## src/design/nrgw_pkg.sv

```systemverilog
`default_nettype none

package nrgw_pkg;

    // Field widths
    localparam int RATE_W    = 17;
    localparam int GAIN_W    = 9;
    localparam int SMP_W     = 16;
    localparam int OUT_W     = 24;
    localparam int PROD_W    = SMP_W + GAIN_W + 1;
    localparam int PHASE_W   = 18;
    localparam int IDX_W     = 13;
    localparam int CFG_IDX_W = 3;
    localparam int WC_MAX_W  = 17;

    // Parameter defaults
    localparam int RING_DEPTH_DEF = 8192;
    localparam int MAX_EMIT_DEF   = 8;

    // Register reset values
    localparam logic [RATE_W-1:0] IN_RATE_RST  = RATE_W'(22050);
    localparam logic [RATE_W-1:0] OUT_RATE_RST = RATE_W'(22050);
    localparam logic [GAIN_W-1:0] GAIN_RST     = GAIN_W'(256);

    // Saturation limits
    localparam logic [OUT_W-1:0] SAT_MAX = {1'b0, {(OUT_W-1){1'b1}}};
    localparam logic [OUT_W-1:0] SAT_MIN = {1'b1, {(OUT_W-1){1'b0}}};

    // Configuration register indexes
    typedef enum logic [CFG_IDX_W-1:0] {
        CFG_IN_RATE  = 3'd0,
        CFG_OUT_RATE = 3'd1,
        CFG_GAIN     = 3'd2,
        CFG_STEREO   = 3'd3,
        CFG_WIDE     = 3'd4
    } cfg_idx_t;

    // Divider result bundle
    typedef struct packed {
        logic              done;
        logic [RATE_W-1:0] quotient;
        logic [RATE_W-1:0] remainder;
    } div_res_t;

endpackage

`default_nettype wire

```

## src/design/nrgw_divider.sv

```systemverilog
`default_nettype none

module nrgw_divider (
    input  wire logic                       clk,
    input  wire logic                       rst_n,
    input  wire logic                       start,
    input  wire logic [nrgw_pkg::RATE_W-1:0] dividend,
    input  wire logic [nrgw_pkg::RATE_W-1:0] divisor,
    output nrgw_pkg::div_res_t               res
);
    import nrgw_pkg::*;

    localparam int CNT_W = $clog2(RATE_W);

    logic [CNT_W-1:0]  cnt_reg,  cnt_next;
    logic              busy_reg, busy_next;
    logic              done_reg, done_next;
    logic [RATE_W-1:0] rem_reg,  rem_next;
    logic [RATE_W-1:0] quo_reg,  quo_next;
    logic [RATE_W-1:0] div_reg,  div_next;

    logic [RATE_W:0]   trial;
    logic [RATE_W:0]   diff;
    logic              fits;

    // One restoring step: bring down the next dividend bit, try the subtract
    assign trial = {rem_reg, quo_reg[RATE_W-1]};
    assign diff  = trial - {1'b0, div_reg};
    assign fits  = (trial >= {1'b0, div_reg});

    always_comb
    begin
        cnt_next  = cnt_reg;
        busy_next = busy_reg;
        done_next = 1'b0;
        rem_next  = rem_reg;
        quo_next  = quo_reg;
        div_next  = div_reg;
        if (start)
        begin
            cnt_next  = CNT_W'(RATE_W - 1);
            busy_next = 1'b1;
            rem_next  = '0;
            quo_next  = dividend;
            div_next  = divisor;
        end
        else if (busy_reg)
        begin
            rem_next = fits ? diff[RATE_W-1:0] : trial[RATE_W-1:0];
            quo_next = {quo_reg[RATE_W-2:0], fits};
            cnt_next = cnt_reg - CNT_W'(1);
            if (cnt_reg == '0)
            begin
                busy_next = 1'b0;
                done_next = 1'b1;
            end
        end
    end

    always_ff @(posedge clk or negedge rst_n)
    begin
        if (!rst_n)
        begin
            cnt_reg  <= '0;
            busy_reg <= 1'b0;
            done_reg <= 1'b0;
            rem_reg  <= '0;
            quo_reg  <= '0;
            div_reg  <= '0;
        end
        else
        begin
            cnt_reg  <= cnt_next;
            busy_reg <= busy_next;
            done_reg <= done_next;
            rem_reg  <= rem_next;
            quo_reg  <= quo_next;
            div_reg  <= div_next;
        end
    end

    assign res.done      = done_reg;
    assign res.quotient  = quo_reg;
    assign res.remainder = rem_reg;

endmodule

`default_nettype wire

```

## src/design/nrgw_scale.sv

```systemverilog
`default_nettype none

module nrgw_scale (
    input  wire logic [nrgw_pkg::SMP_W-1:0]  raw,
    input  wire logic                        wide,
    input  wire logic [nrgw_pkg::GAIN_W-1:0] gain,
    output logic      [nrgw_pkg::OUT_W-1:0]  scaled
);
    import nrgw_pkg::*;

    logic signed [SMP_W-1:0]  smp;
    logic signed [GAIN_W:0]   gain_s;
    logic signed [PROD_W-1:0] prod;
    logic                     ovf;

    // 8-bit unsigned: flip the top bit to recenter, shift up by a byte
    assign smp    = wide ? raw : {~raw[7], raw[6:0], 8'h00};
    assign gain_s = {1'b0, gain};
    assign prod   = smp * gain_s;

    // Saturate to the output width when the upper bits disagree
    assign ovf = (prod[PROD_W-1:OUT_W-1] != '0) && (prod[PROD_W-1:OUT_W-1] != '1);

    always_comb
    begin
        if (ovf)
            scaled = prod[PROD_W-1] ? SAT_MIN : SAT_MAX;
        else
            scaled = prod[OUT_W-1:0];
    end

endmodule

`default_nettype wire

```

## src/design/nearest_resample_gain_ring_writer.sv

```systemverilog
`default_nettype none
// Flow: an accepted item that yields results moves to ST_DIV, where the
// single 17-step restoring divider counts its results, then to ST_EMIT,
// which loads one result per output handshake (up to MAX_EMIT); in_stall
// holds new items off until ST_IDLE. An item with no result only updates the phase.
// Reset: asynchronous, active low; registers return to their defaults,
// phase and ring write index clear to zero. No clearing pass.

module nearest_resample_gain_ring_writer #(
    parameter int RING_DEPTH = nrgw_pkg::RING_DEPTH_DEF,
    parameter int MAX_EMIT   = nrgw_pkg::MAX_EMIT_DEF
) (
    input  wire logic                          clk,
    input  wire logic                          rst_n,
    // input items
    input  wire logic                          in_valid,
    output logic                               in_stall,
    input  wire logic [nrgw_pkg::SMP_W-1:0]    left_raw,
    input  wire logic [nrgw_pkg::SMP_W-1:0]    right_raw,
    input  wire logic                          block_end,
    // result items
    output logic                               out_valid,
    input  wire logic                          out_stall,
    output logic signed [nrgw_pkg::OUT_W-1:0]  left_out,
    output logic signed [nrgw_pkg::OUT_W-1:0]  right_out,
    output logic      [nrgw_pkg::IDX_W-1:0]    ring_index,
    output logic                               run_last,
    output logic                               capped,
    // configuration writes
    input  wire logic                          cfg_valid,
    output logic                               cfg_ready,
    input  wire logic [nrgw_pkg::CFG_IDX_W-1:0] cfg_index,
    input  wire logic [nrgw_pkg::RATE_W-1:0]   cfg_data
);
    import nrgw_pkg::*;

    localparam int WC_W = $clog2(RING_DEPTH);
    localparam int EW   = $clog2(MAX_EMIT + 1);

    typedef enum logic [1:0] {
        ST_IDLE,
        ST_DIV,
        ST_EMIT
    } state_t;

    state_t             state_reg,      state_next;
    logic [RATE_W-1:0]  in_rate_reg,    in_rate_next;
    logic [RATE_W-1:0]  out_rate_reg,   out_rate_next;
    logic [GAIN_W-1:0]  gain_reg,       gain_next;
    logic               stereo_reg,     stereo_next;
    logic               wide_reg,       wide_next;
    logic [PHASE_W-1:0] phase_reg,      phase_next;
    logic [WC_W-1:0]    wc_reg,         wc_next;
    logic [SMP_W-1:0]   left_raw_reg,   left_raw_next;
    logic [SMP_W-1:0]   right_raw_reg,  right_raw_next;
    logic               blk_end_reg,    blk_end_next;
    logic               scale_sel_reg,  scale_sel_next;
    logic [OUT_W-1:0]   left_smp_reg,   left_smp_next;
    logic [OUT_W-1:0]   right_smp_reg,  right_smp_next;
    logic [EW-1:0]      emit_total_reg, emit_total_next;
    logic [EW-1:0]      emit_idx_reg,   emit_idx_next;
    logic               capped_reg,     capped_next;
    logic               out_valid_reg,  out_valid_next;
    logic [OUT_W-1:0]   left_out_reg,   left_out_next;
    logic [OUT_W-1:0]   right_out_reg,  right_out_next;
    logic [IDX_W-1:0]   ring_idx_reg,   ring_idx_next;
    logic               run_last_reg,   run_last_next;
    logic               out_cap_reg,    out_cap_next;

    logic [RATE_W-1:0]  ir;
    logic [RATE_W-1:0]  orate;
    logic               acc_lt;
    logic [PHASE_W-1:0] div_num_full;
    logic               in_fire;
    logic               div_start;
    div_res_t           div_res;
    logic [SMP_W-1:0]   scale_raw;
    logic [OUT_W-1:0]   scale_out;
    logic [PHASE_W-1:0] count;
    logic               count_cap;
    logic               load_out;
    logic [WC_MAX_W-1:0] wc_wide;

    // Zero rates count as one
    assign ir     = (in_rate_reg  == '0) ? RATE_W'(1) : in_rate_reg;
    assign orate  = (out_rate_reg == '0) ? RATE_W'(1) : out_rate_reg;
    assign acc_lt = (phase_reg < {1'b0, orate});

    // outputs before the next input: ceil((orate - acc) / ir) = (orate - acc - 1) / ir + 1
    assign div_num_full = {1'b0, orate} - phase_reg - PHASE_W'(1);

    assign in_stall  = (state_reg != ST_IDLE);
    assign in_fire   = in_valid && !in_stall;
    assign div_start = in_fire && acc_lt;
    assign cfg_ready = 1'b1;

    nrgw_divider u_div (
        .clk      (clk),
        .rst_n    (rst_n),
        .start    (div_start),
        .dividend (div_num_full[RATE_W-1:0]),
        .divisor  (ir),
        .res      (div_res)
    );

    // One gain multiplier, left on the first divide cycle, right afterwards if stereo
    assign scale_raw = scale_sel_reg ? right_raw_reg : left_raw_reg;

    nrgw_scale u_scale (
        .raw    (scale_raw),
        .wide   (wide_reg),
        .gain   (gain_reg),
        .scaled (scale_out)
    );

    assign count     = {1'b0, div_res.quotient} + PHASE_W'(1);
    assign count_cap = (count > PHASE_W'(MAX_EMIT));
    assign load_out  = (state_reg == ST_EMIT) && (!out_valid_reg || !out_stall);
    assign wc_wide   = WC_MAX_W'(wc_reg);

    // Next-state logic
    always_comb
    begin
        state_next      = state_reg;
        in_rate_next    = in_rate_reg;
        out_rate_next   = out_rate_reg;
        gain_next       = gain_reg;
        stereo_next     = stereo_reg;
        wide_next       = wide_reg;
        phase_next      = phase_reg;
        wc_next         = wc_reg;
        left_raw_next   = left_raw_reg;
        right_raw_next  = right_raw_reg;
        blk_end_next    = blk_end_reg;
        scale_sel_next  = scale_sel_reg;
        left_smp_next   = left_smp_reg;
        right_smp_next  = right_smp_reg;
        emit_total_next = emit_total_reg;
        emit_idx_next   = emit_idx_reg;
        capped_next     = capped_reg;
        out_valid_next  = out_valid_reg;
        left_out_next   = left_out_reg;
        right_out_next  = right_out_reg;
        ring_idx_next   = ring_idx_reg;
        run_last_next   = run_last_reg;
        out_cap_next    = out_cap_reg;

        // register writes
        if (cfg_valid)
        begin
            case (cfg_index)
                CFG_IN_RATE:  in_rate_next  = cfg_data;
                CFG_OUT_RATE: out_rate_next = cfg_data;
                CFG_GAIN:     gain_next     = cfg_data[GAIN_W-1:0];
                CFG_STEREO:   stereo_next   = cfg_data[0];
                CFG_WIDE:     wide_next     = cfg_data[0];
                default:      ;
            endcase
        end

        // result taken downstream
        if (out_valid_reg && !out_stall)
            out_valid_next = 1'b0;

        case (state_reg)
            ST_IDLE:
            begin
                if (in_fire)
                begin
                    left_raw_next  = left_raw;
                    right_raw_next = right_raw;
                    blk_end_next   = block_end;
                    scale_sel_next = 1'b0;
                    if (acc_lt)
                        state_next = ST_DIV;
                    else
                        phase_next = block_end ? '0 : (phase_reg - {1'b0, orate});
                end
            end
            ST_DIV:
            begin
                if (!scale_sel_reg)
                begin
                    left_smp_next  = scale_out;
                    right_smp_next = scale_out;
                    scale_sel_next = 1'b1;
                end
                else if (stereo_reg)
                    right_smp_next = scale_out;
                if (div_res.done)
                begin
                    capped_next     = count_cap;
                    emit_total_next = count_cap ? EW'(MAX_EMIT) : count[EW-1:0];
                    emit_idx_next   = '0;
                    phase_next      = blk_end_reg ? '0 :
                                      {1'b0, ir - RATE_W'(1) - div_res.remainder};
                    state_next      = ST_EMIT;
                end
            end
            ST_EMIT:
            begin
                if (load_out)
                begin
                    out_valid_next = 1'b1;
                    left_out_next  = left_smp_reg;
                    right_out_next = right_smp_reg;
                    ring_idx_next  = wc_wide[IDX_W-1:0];
                    run_last_next  = (EW'(emit_idx_reg + EW'(1)) == emit_total_reg);
                    out_cap_next   = capped_reg;
                    wc_next        = (wc_reg == WC_W'(RING_DEPTH - 1)) ? '0 :
                                     wc_reg + WC_W'(1);
                    emit_idx_next  = emit_idx_reg + EW'(1);
                    if (EW'(emit_idx_reg + EW'(1)) == emit_total_reg)
                        state_next = ST_IDLE;
                end
            end
            default:
                state_next = ST_IDLE;
        endcase
    end

    // State and registered outputs
    always_ff @(posedge clk or negedge rst_n)
    begin
        if (!rst_n)
        begin
            state_reg      <= ST_IDLE;
            in_rate_reg    <= IN_RATE_RST;
            out_rate_reg   <= OUT_RATE_RST;
            gain_reg       <= GAIN_RST;
            stereo_reg     <= 1'b1;
            wide_reg       <= 1'b1;
            phase_reg      <= '0;
            wc_reg         <= '0;
            left_raw_reg   <= '0;
            right_raw_reg  <= '0;
            blk_end_reg    <= 1'b0;
            scale_sel_reg  <= 1'b0;
            left_smp_reg   <= '0;
            right_smp_reg  <= '0;
            emit_total_reg <= '0;
            emit_idx_reg   <= '0;
            capped_reg     <= 1'b0;
            out_valid_reg  <= 1'b0;
            left_out_reg   <= '0;
            right_out_reg  <= '0;
            ring_idx_reg   <= '0;
            run_last_reg   <= 1'b0;
            out_cap_reg    <= 1'b0;
        end
        else
        begin
            state_reg      <= state_next;
            in_rate_reg    <= in_rate_next;
            out_rate_reg   <= out_rate_next;
            gain_reg       <= gain_next;
            stereo_reg     <= stereo_next;
            wide_reg       <= wide_next;
            phase_reg      <= phase_next;
            wc_reg         <= wc_next;
            left_raw_reg   <= left_raw_next;
            right_raw_reg  <= right_raw_next;
            blk_end_reg    <= blk_end_next;
            scale_sel_reg  <= scale_sel_next;
            left_smp_reg   <= left_smp_next;
            right_smp_reg  <= right_smp_next;
            emit_total_reg <= emit_total_next;
            emit_idx_reg   <= emit_idx_next;
            capped_reg     <= capped_next;
            out_valid_reg  <= out_valid_next;
            left_out_reg   <= left_out_next;
            right_out_reg  <= right_out_next;
            ring_idx_reg   <= ring_idx_next;
            run_last_reg   <= run_last_next;
            out_cap_reg    <= out_cap_next;
        end
    end

    assign out_valid  = out_valid_reg;
    assign left_out   = left_out_reg;
    assign right_out  = right_out_reg;
    assign ring_index = ring_idx_reg;
    assign run_last   = run_last_reg;
    assign capped     = out_cap_reg;

    // Checks
    a_div_done_in_div: assert property (@(posedge clk) disable iff (!rst_n)
        div_res.done |-> (state_reg == ST_DIV))
        else $error("divider finished outside the divide state");

    a_out_from_emit: assert property (@(posedge clk) disable iff (!rst_n)
        $rose(out_valid_reg) |-> ($past(state_reg) == ST_EMIT))
        else $error("result loaded outside the emit state");

    a_capped_full_run: assert property (@(posedge clk) disable iff (!rst_n)
        ((state_reg == ST_EMIT) && capped_reg) |-> (emit_total_reg == EW'(MAX_EMIT)))
        else $error("capped item without a full run of results");

    a_emit_bound: assert property (@(posedge clk) disable iff (!rst_n)
        (state_reg == ST_EMIT) |-> ((emit_idx_reg < emit_total_reg) && (emit_total_reg != '0)))
        else $error("emit index past the run length");

endmodule

`default_nettype wire
```

## config.mk

```make
export PLATFORM = sky130hd
export DESIGN_NAME = nearest_resample_gain_ring_writer
export DESIGN_NICKNAME = d
export VERILOG_FILES = /design/src/design/nrgw_pkg.sv /design/src/design/nrgw_divider.sv /design/src/design/nrgw_scale.sv /design/src/design/nearest_resample_gain_ring_writer.sv
export SDC_FILE = /design/constraint.sdc
export NUM_CORES = 1
export LEC_CHECK = 0
export BUFFER_PORTS_ARGS = -buffer_cell sky130_fd_sc_hd__buf_4
export CAP_MARGIN = 10
export CORE_ASPECT_RATIO = 1.1
export CORE_UTILIZATION = 52
export DETAILED_ROUTE_END_ITERATION = 8
export PLACE_DENSITY_LB_ADDON = 0.3
export RECOVER_POWER = 100
export SLEW_MARGIN = 20
export SYNTH_ARGS = -nofsm -noshare
export SYNTH_HDL_FRONTEND = slang
export SYNTH_SLANG_ARGS = --single-unit
```

## constraint.sdc

```tcl
create_clock -name clk -period 11 [get_ports clk]
set_clock_uncertainty 0.2 [all_clocks]
set_input_delay 0 -clock clk [delete_from_list [all_inputs] [get_ports clk]]
set_output_delay 0 -clock clk [all_outputs]
set_load 0.005 [all_outputs]
```

==> metrics.csv, run 1 <==
stage,metric,value,unit
sta,hold_violations,0,
outcome,status,finished with violations,
sta,setup_viol,0,
worst_setup_path,end_kind,register,
floorplanning,die_w,196.0,microns
worst_hold_path,whs_endpoint,right_raw_reg[5],
grt,grt_pass1_wl,88120,microns
drt,via_per_inst,5.544,
cts,cts_tree,built,
yosys,ys_types,85,
grt,grt_overflow,0,
place,gp_congestion,0.8878,
cts,cts.reportedPaths.clkPinSlew,60,ps
worst_hold_path,whs_path_depth,3,
grt,antenna_found_initial,0,
grt,grt_pass1_vias,17350,
floorplanning,coreArea,40560,sq um
floorplanning,die_area,42240,sq um
worst_setup_path,reg2reg_from,wide_reg,
worst_setup_path,r2r_cells,17,
floorplanning,pin_count,124,
yosys,ys_seq_area_frac,0.3390,
cells_and_area,mostFrequentLayoutCell,nand2_1,
sta,slew_violations,432,
cells_and_area,post_route_cells_drive_above_1_share,0.1159,
yosys,syn_nets,2674,
floorplanning,initial_core_util,0.5310,
drt,via_count,16980,
cells_and_area,final_cell_mix,"440 x nand2_1, 275 x dfrtp_1, 249 x inv_1",
worst_hold_path,holdCritPathClass,in -> reg,
worst_hold_path,hp-start,right_raw[5],
yosys,synth.avg_cell_area,9.115,sq um
cts,worstSkewPairLatency,550,ps
worst_setup_path,start_kind,register,
floorplanning,dieHeight,215.5,microns
yosys,synth_area,21540,sq um
yosys,synthCells,2363,
sta,fin_tns_setup,0,ps
worst_setup_path,reg2reg_slack,2620,ps
cts,cts_buffer_depth,3,
cells_and_area,syn_to_final_growth,14.27,%
cts,htreeDepth,2,
job,cap_violations,8,
worst_setup_path,critPathKind,reg -> reg,
cells_and_area,num-nets-final,2797,
yosys,async_reset_ff_frac,1.000,
drt,finalWirelength,51400,microns
outcome,violations,"max-capacitance violations, max-slew violations",
sta,rsz0062_at_grt,no,
place,portBuffers,122,
grt,globalRouteTotalUtil,0.2545,
grt,grt_max_degree,107,
drt,postRouteAntennaNets,0,
cts,clockRootBuffer,clkbuf_16,
worst_setup_path,rr_endpoint,left_smp_reg[8],
yosys,synth_edf_count,0,
place,dp.final_hpwl,37670,microns
drt,wl_per_cell,16.78,microns
sta,min_period,8376,ps
sta,max_freq,0.1194,GHz
drt,dr.pass1.iters,5,
yosys,synth.ff_latch_count,291,
cells_and_area,antenna_cells,0,
floorplanning,std_cell_rows,77,
yosys,synth-main-ff-cell,dfrtp_1,
cts,cts_buffers,34,
worst_setup_path,worstPathArrival,8600,ps
worst_setup_path,cp_data_required_time,11230,ps
sta,finalCritPeriodShare,0.7615,
yosys,yosys_warnings,0,
sta,relSlewSlack,-2.752,
worst_setup_path,path_max_fanout,18,
drt,drtIter0Drc,1118,
drt,drc_errors,0,
cts,cts.sinks,291,
sta,worst_slew_pin_slew,5628,ps
==> how the worst max path moves through the flow <==
stage	slack [ps]	from	to
floorplan	4220	scale_sel_reg	left_smp_reg[10]
global placement	3470	scale_sel_reg	right_smp_reg[4]
detailed placement	3340	scale_sel_reg	right_smp_reg[9]
CTS	3250	scale_sel_reg	right_smp_reg[8]
global route	1790	rst_n	left_out[14]
finish	2620	wide_reg	left_smp_reg[8]
==> critical path: stages (launching register included) <==
cell,delay (ps)
dfstp_1,890
mux4_2,510
and2_0,270
fa_1,570
inv_1,150
fa_1,670
fa_1,490
fa_1,540
inv_1,50
fa_1,480
ha_1,390
a21o_1,180
a21oi_1,190
nor3b_1,450
a41oi_4,190
xnor2_1,810
o211ai_1,870
o211ai_1,330
==> metrics by stage <==
stage / area (sq um) / util / hold WS (ps) / instances / setup WS, ps
finish: 24610 / 0.6068 / 26.19 / 3063 / 2624
global route: 24610 / 0.6068 / 16.43 / 3063 / 1788
CTS: 24730 / 0.6098 / 1.900 / 3063 / 3249
detailed placement: 22810 / 0.5625 / -29.20 / 2923 / 3336
global placement: 22800 / 0.5622 / -36.20 / 2922 / 3474
floorplan: 21540 / - / -495.6 / 2363 / 4221
==> logic make-up (layout without fill, tap and decap cells) <==
logic type      after synthesis  count (layout)  synth area share
compound gates              453             453            0.1415
buf+inv                     382             529           0.06901
other cells                   1               1         0.0001741
mux                         105             105           0.05693
xor+xnor                     92              92           0.03828
fa+ha+maj                   253             253            0.1905
simple gates                786             786            0.1646
flops                       291             291            0.3390
==> timing repair <==
item / CTS / global route
endpoints found under the hold margin: 257 / 0
setup buffers: 0 / 0
gates resized for setup: 0 / 0
hold buffers: 80 / 0
==> Yosys cell counts, drive strengths merged (37+ instances only) <==
cell type	count	area [sq um]
and2	73	456.7
inv	249	934.7
mux2	60	675.7
fa	125	2502
mux2i	37	370.4
o211ai	37	305.3
xnor2	69	623.1
nand3	38	190.2
a21oi	106	545.5
ha	128	1602
dfrtp	276	6907
nor2	97	364.1
nand2	441	1658
o21ai	121	609.3
clkbuf	111	417.9
==> final cells by class <==
type                            instances  area, sq um
Timing Repair Buffer                  220         1792
Tap cell                              553        691.9
Sequential cell                       291         7302
Multi-Input combinational cell       1690        12770
Fill cell                            3437        15950
Inverter                              249        934.6
Clock buffer                           47        970.9
Clock inverter                         13        147.6
==> layer usage <==
metal | part of all wire | track usage
met5 | 0 | 0
met4 | 0.018 | 0.05781
met3 | 0.053 | 0.03922
met2 | 0.47 | 0.4123
met1 | 0.46 | 0.3605
Power of run 1 is not shown: default switching activity piles up to over one toggle a cycle in this logic, so the estimate is an artifact.
==> run 2: changes to the inputs <==
==> constraint.sdc (replaced) <==
create_clock -name clk -period 8.7 [get_ports clk]
set_clock_uncertainty 0.2 [all_clocks]
set_input_delay 0 -clock clk [delete_from_list [all_inputs] [get_ports clk]]
set_output_delay 0 -clock clk [all_outputs]
set_load 0.005 [all_outputs]
==> run 2 against run 1 <==
- critical endpoint is now right_smp_reg[17]
- the flow still finishes with violations (max-capacitance violations, max-slew violations)
- final cell count barely moved
- highest routed layer unchanged
- die area unchanged
- first-iteration DRC count did not move
==> metrics.csv, run 2 (synthesis results as in run 1) <==
stage,metric,value,unit
cts,cts_hold_buffers,76,
grt,grt_pass1_vias,17280,
sta,relSlewSlack,-1.803,
grt,globalRouteTotalUtil,0.2546,
worst_setup_path,reg2reg_from,scale_sel_reg,
cts,cts.reportedPaths.clkPinSlew,60,ps
floorplanning,coreArea,40560,sq um
grt,antenna_found_initial,0,
floorplanning,pin_count,124,
drt,dr.pass1.iters,5,
worst_setup_path,rr_endpoint,right_smp_reg[17],
place,dp.final_hpwl,38820,microns
cts,cts_tree,built,
floorplanning,dieHeight,215.5,microns
worst_hold_path,whs_path_depth,3,
drt,drc_errors,0,
job,cap_violations,10,
outcome,violations,"max-capacitance violations, max-slew violations",
cells_and_area,final_cells,3061,
cells_and_area,syn_to_final_growth,14.04,%
worst_setup_path,end_kind,register,
grt,grt-busiest-layer,met2,
grt,grt_max_degree,81,
cells_and_area,num-nets-final,2795,
sta,fin_tns_setup,0,ps
grt,grt_pass1_wl,87890,microns
grt,use_met2,0.4171,
worst_setup_path,r2r_cells,21,
worst_hold_path,hp-start,right_raw[4],
drt,wl_per_cell,17.10,microns
cts,cts.sinks,291,
worst_setup_path,reg2reg_slack,850,ps
cells_and_area,post_route_cells_drive_above_1_share,0.1180,
floorplanning,std_cell_rows,77,
floorplanning,initial_core_util,0.5310,
grt,use_met3,0.03079,
outcome,status,finished with violations,
cells_and_area,mostFrequentLayoutCell,nand2_1,
sta,setup_viol,0,
worst_setup_path,critPathKind,reg -> reg,
sta,max_freq,0.1274,GHz
drt,via_count,17020,
cts,clockRootBuffer,clkbuf_16,
cts,cts_buffers,34,
drt,drtIter0Drc,1118,
worst_setup_path,start_kind,register,
worst_setup_path,cp_data_required_time,8850,ps
worst_hold_path,holdCritPathClass,in -> reg,
worst_setup_path,path_max_fanout,36,
drt,finalWirelength,52340,microns
cells_and_area,final_cell_mix,"441 x nand2_1, 275 x dfrtp_1, 249 x inv_1",
sta,rsz0062_at_grt,no,
grt,grt_overflow,0,
cts,htreeDepth,2,
cells_and_area,antenna_cells,0,
grt,use_met1,0.3604,
cts,worstSkewPairLatency,530,ps
place,portBuffers,122,
place,numPlacedInstances,2924,
floorplanning,die_area,42240,sq um
worst_hold_path,whs_endpoint,right_raw_reg[4],
sta,hold_violations,0,
sta,finalCritPeriodShare,0.9025,
place,gp_congestion,0.9024,
worst_setup_path,worstPathArrival,8000,ps
floorplanning,die_w,196.0,microns
sta,slew_violations,525,
drt,via_per_inst,5.559,
sta,min_period,7852,ps
cts,cts_resized,0,
cts,post_cts_buffers,0,
cts,cts_buffer_depth,3,
drt,postRouteAntennaNets,0,
sta,worst_slew_pin_slew,4205,ps
[run 2: metal layers]
layer / wire, microns / vias up
met5: 0 / -
li1: - / 8131
met4: 1055 / 0
met1: 24000 / 8312
met2: 24490 / 495
met3: 2797 / 78
[run 2: worst max path at each step]
| stage | from | end | slack, ps |
|---|---|---|---|
| after CTS | scale_sel_reg | left_smp_reg[7] | 1050 |
| final | scale_sel_reg | right_smp_reg[17] | 850 |
| after floorplan | scale_sel_reg | left_smp_reg[10] | 1920 |
| after global routing | wide_reg | right_smp_reg[4] | 290 |
| after global placement | scale_sel_reg | right_smp_reg[4] | 1270 |
| after detailed placement | scale_sel_reg | right_smp_reg[21] | 1100 |
[run 2: area by class of cell]
cell class | count | area (sq um)
well taps | 553 | 691.9
flip-flops and latches | 291 | 7302
inverters | 249 | 934.6
multi-input cells | 1690 | 12780
fillers | 3397 | 16000
repair buffers | 218 | 1762
clock buffers | 43 | 945.9
clock inverters | 17 | 150.1
[run 2: worst max-delay path, stage by stage, from the launching register on]
cell and delay (ps):
dfrtp_1 520, buf_4 340, mux2i_1 120, nor2b_1 660, nand2_1 180, fa_1 560
inv_1 50, fa_1 460, fa_1 520, fa_1 570, inv_1 60, fa_1 520
inv_1 40, ha_1 360, a21oi_1 160, o21ai_0 180, a22oi_4 250, a21oi_1 130
o41ai_2 390, nand2_1 310, a21oi_4 810, o311ai_0 270
[run 2: through the flow]
stage	util	hold WS, ps	setup slack [ps]	instance area (sq um)
floorplan	-	-495.6	1921	21540
global placement	0.5624	-194.2	1267	22810
global route	0.6056	56.67	288.2	24560
detailed placement	0.5627	-190.8	1096	22820
CTS	0.6089	36.29	1051	24700
finish	0.6056	49.42	848.4	24560
Power of run 2 is left out for the same reason.
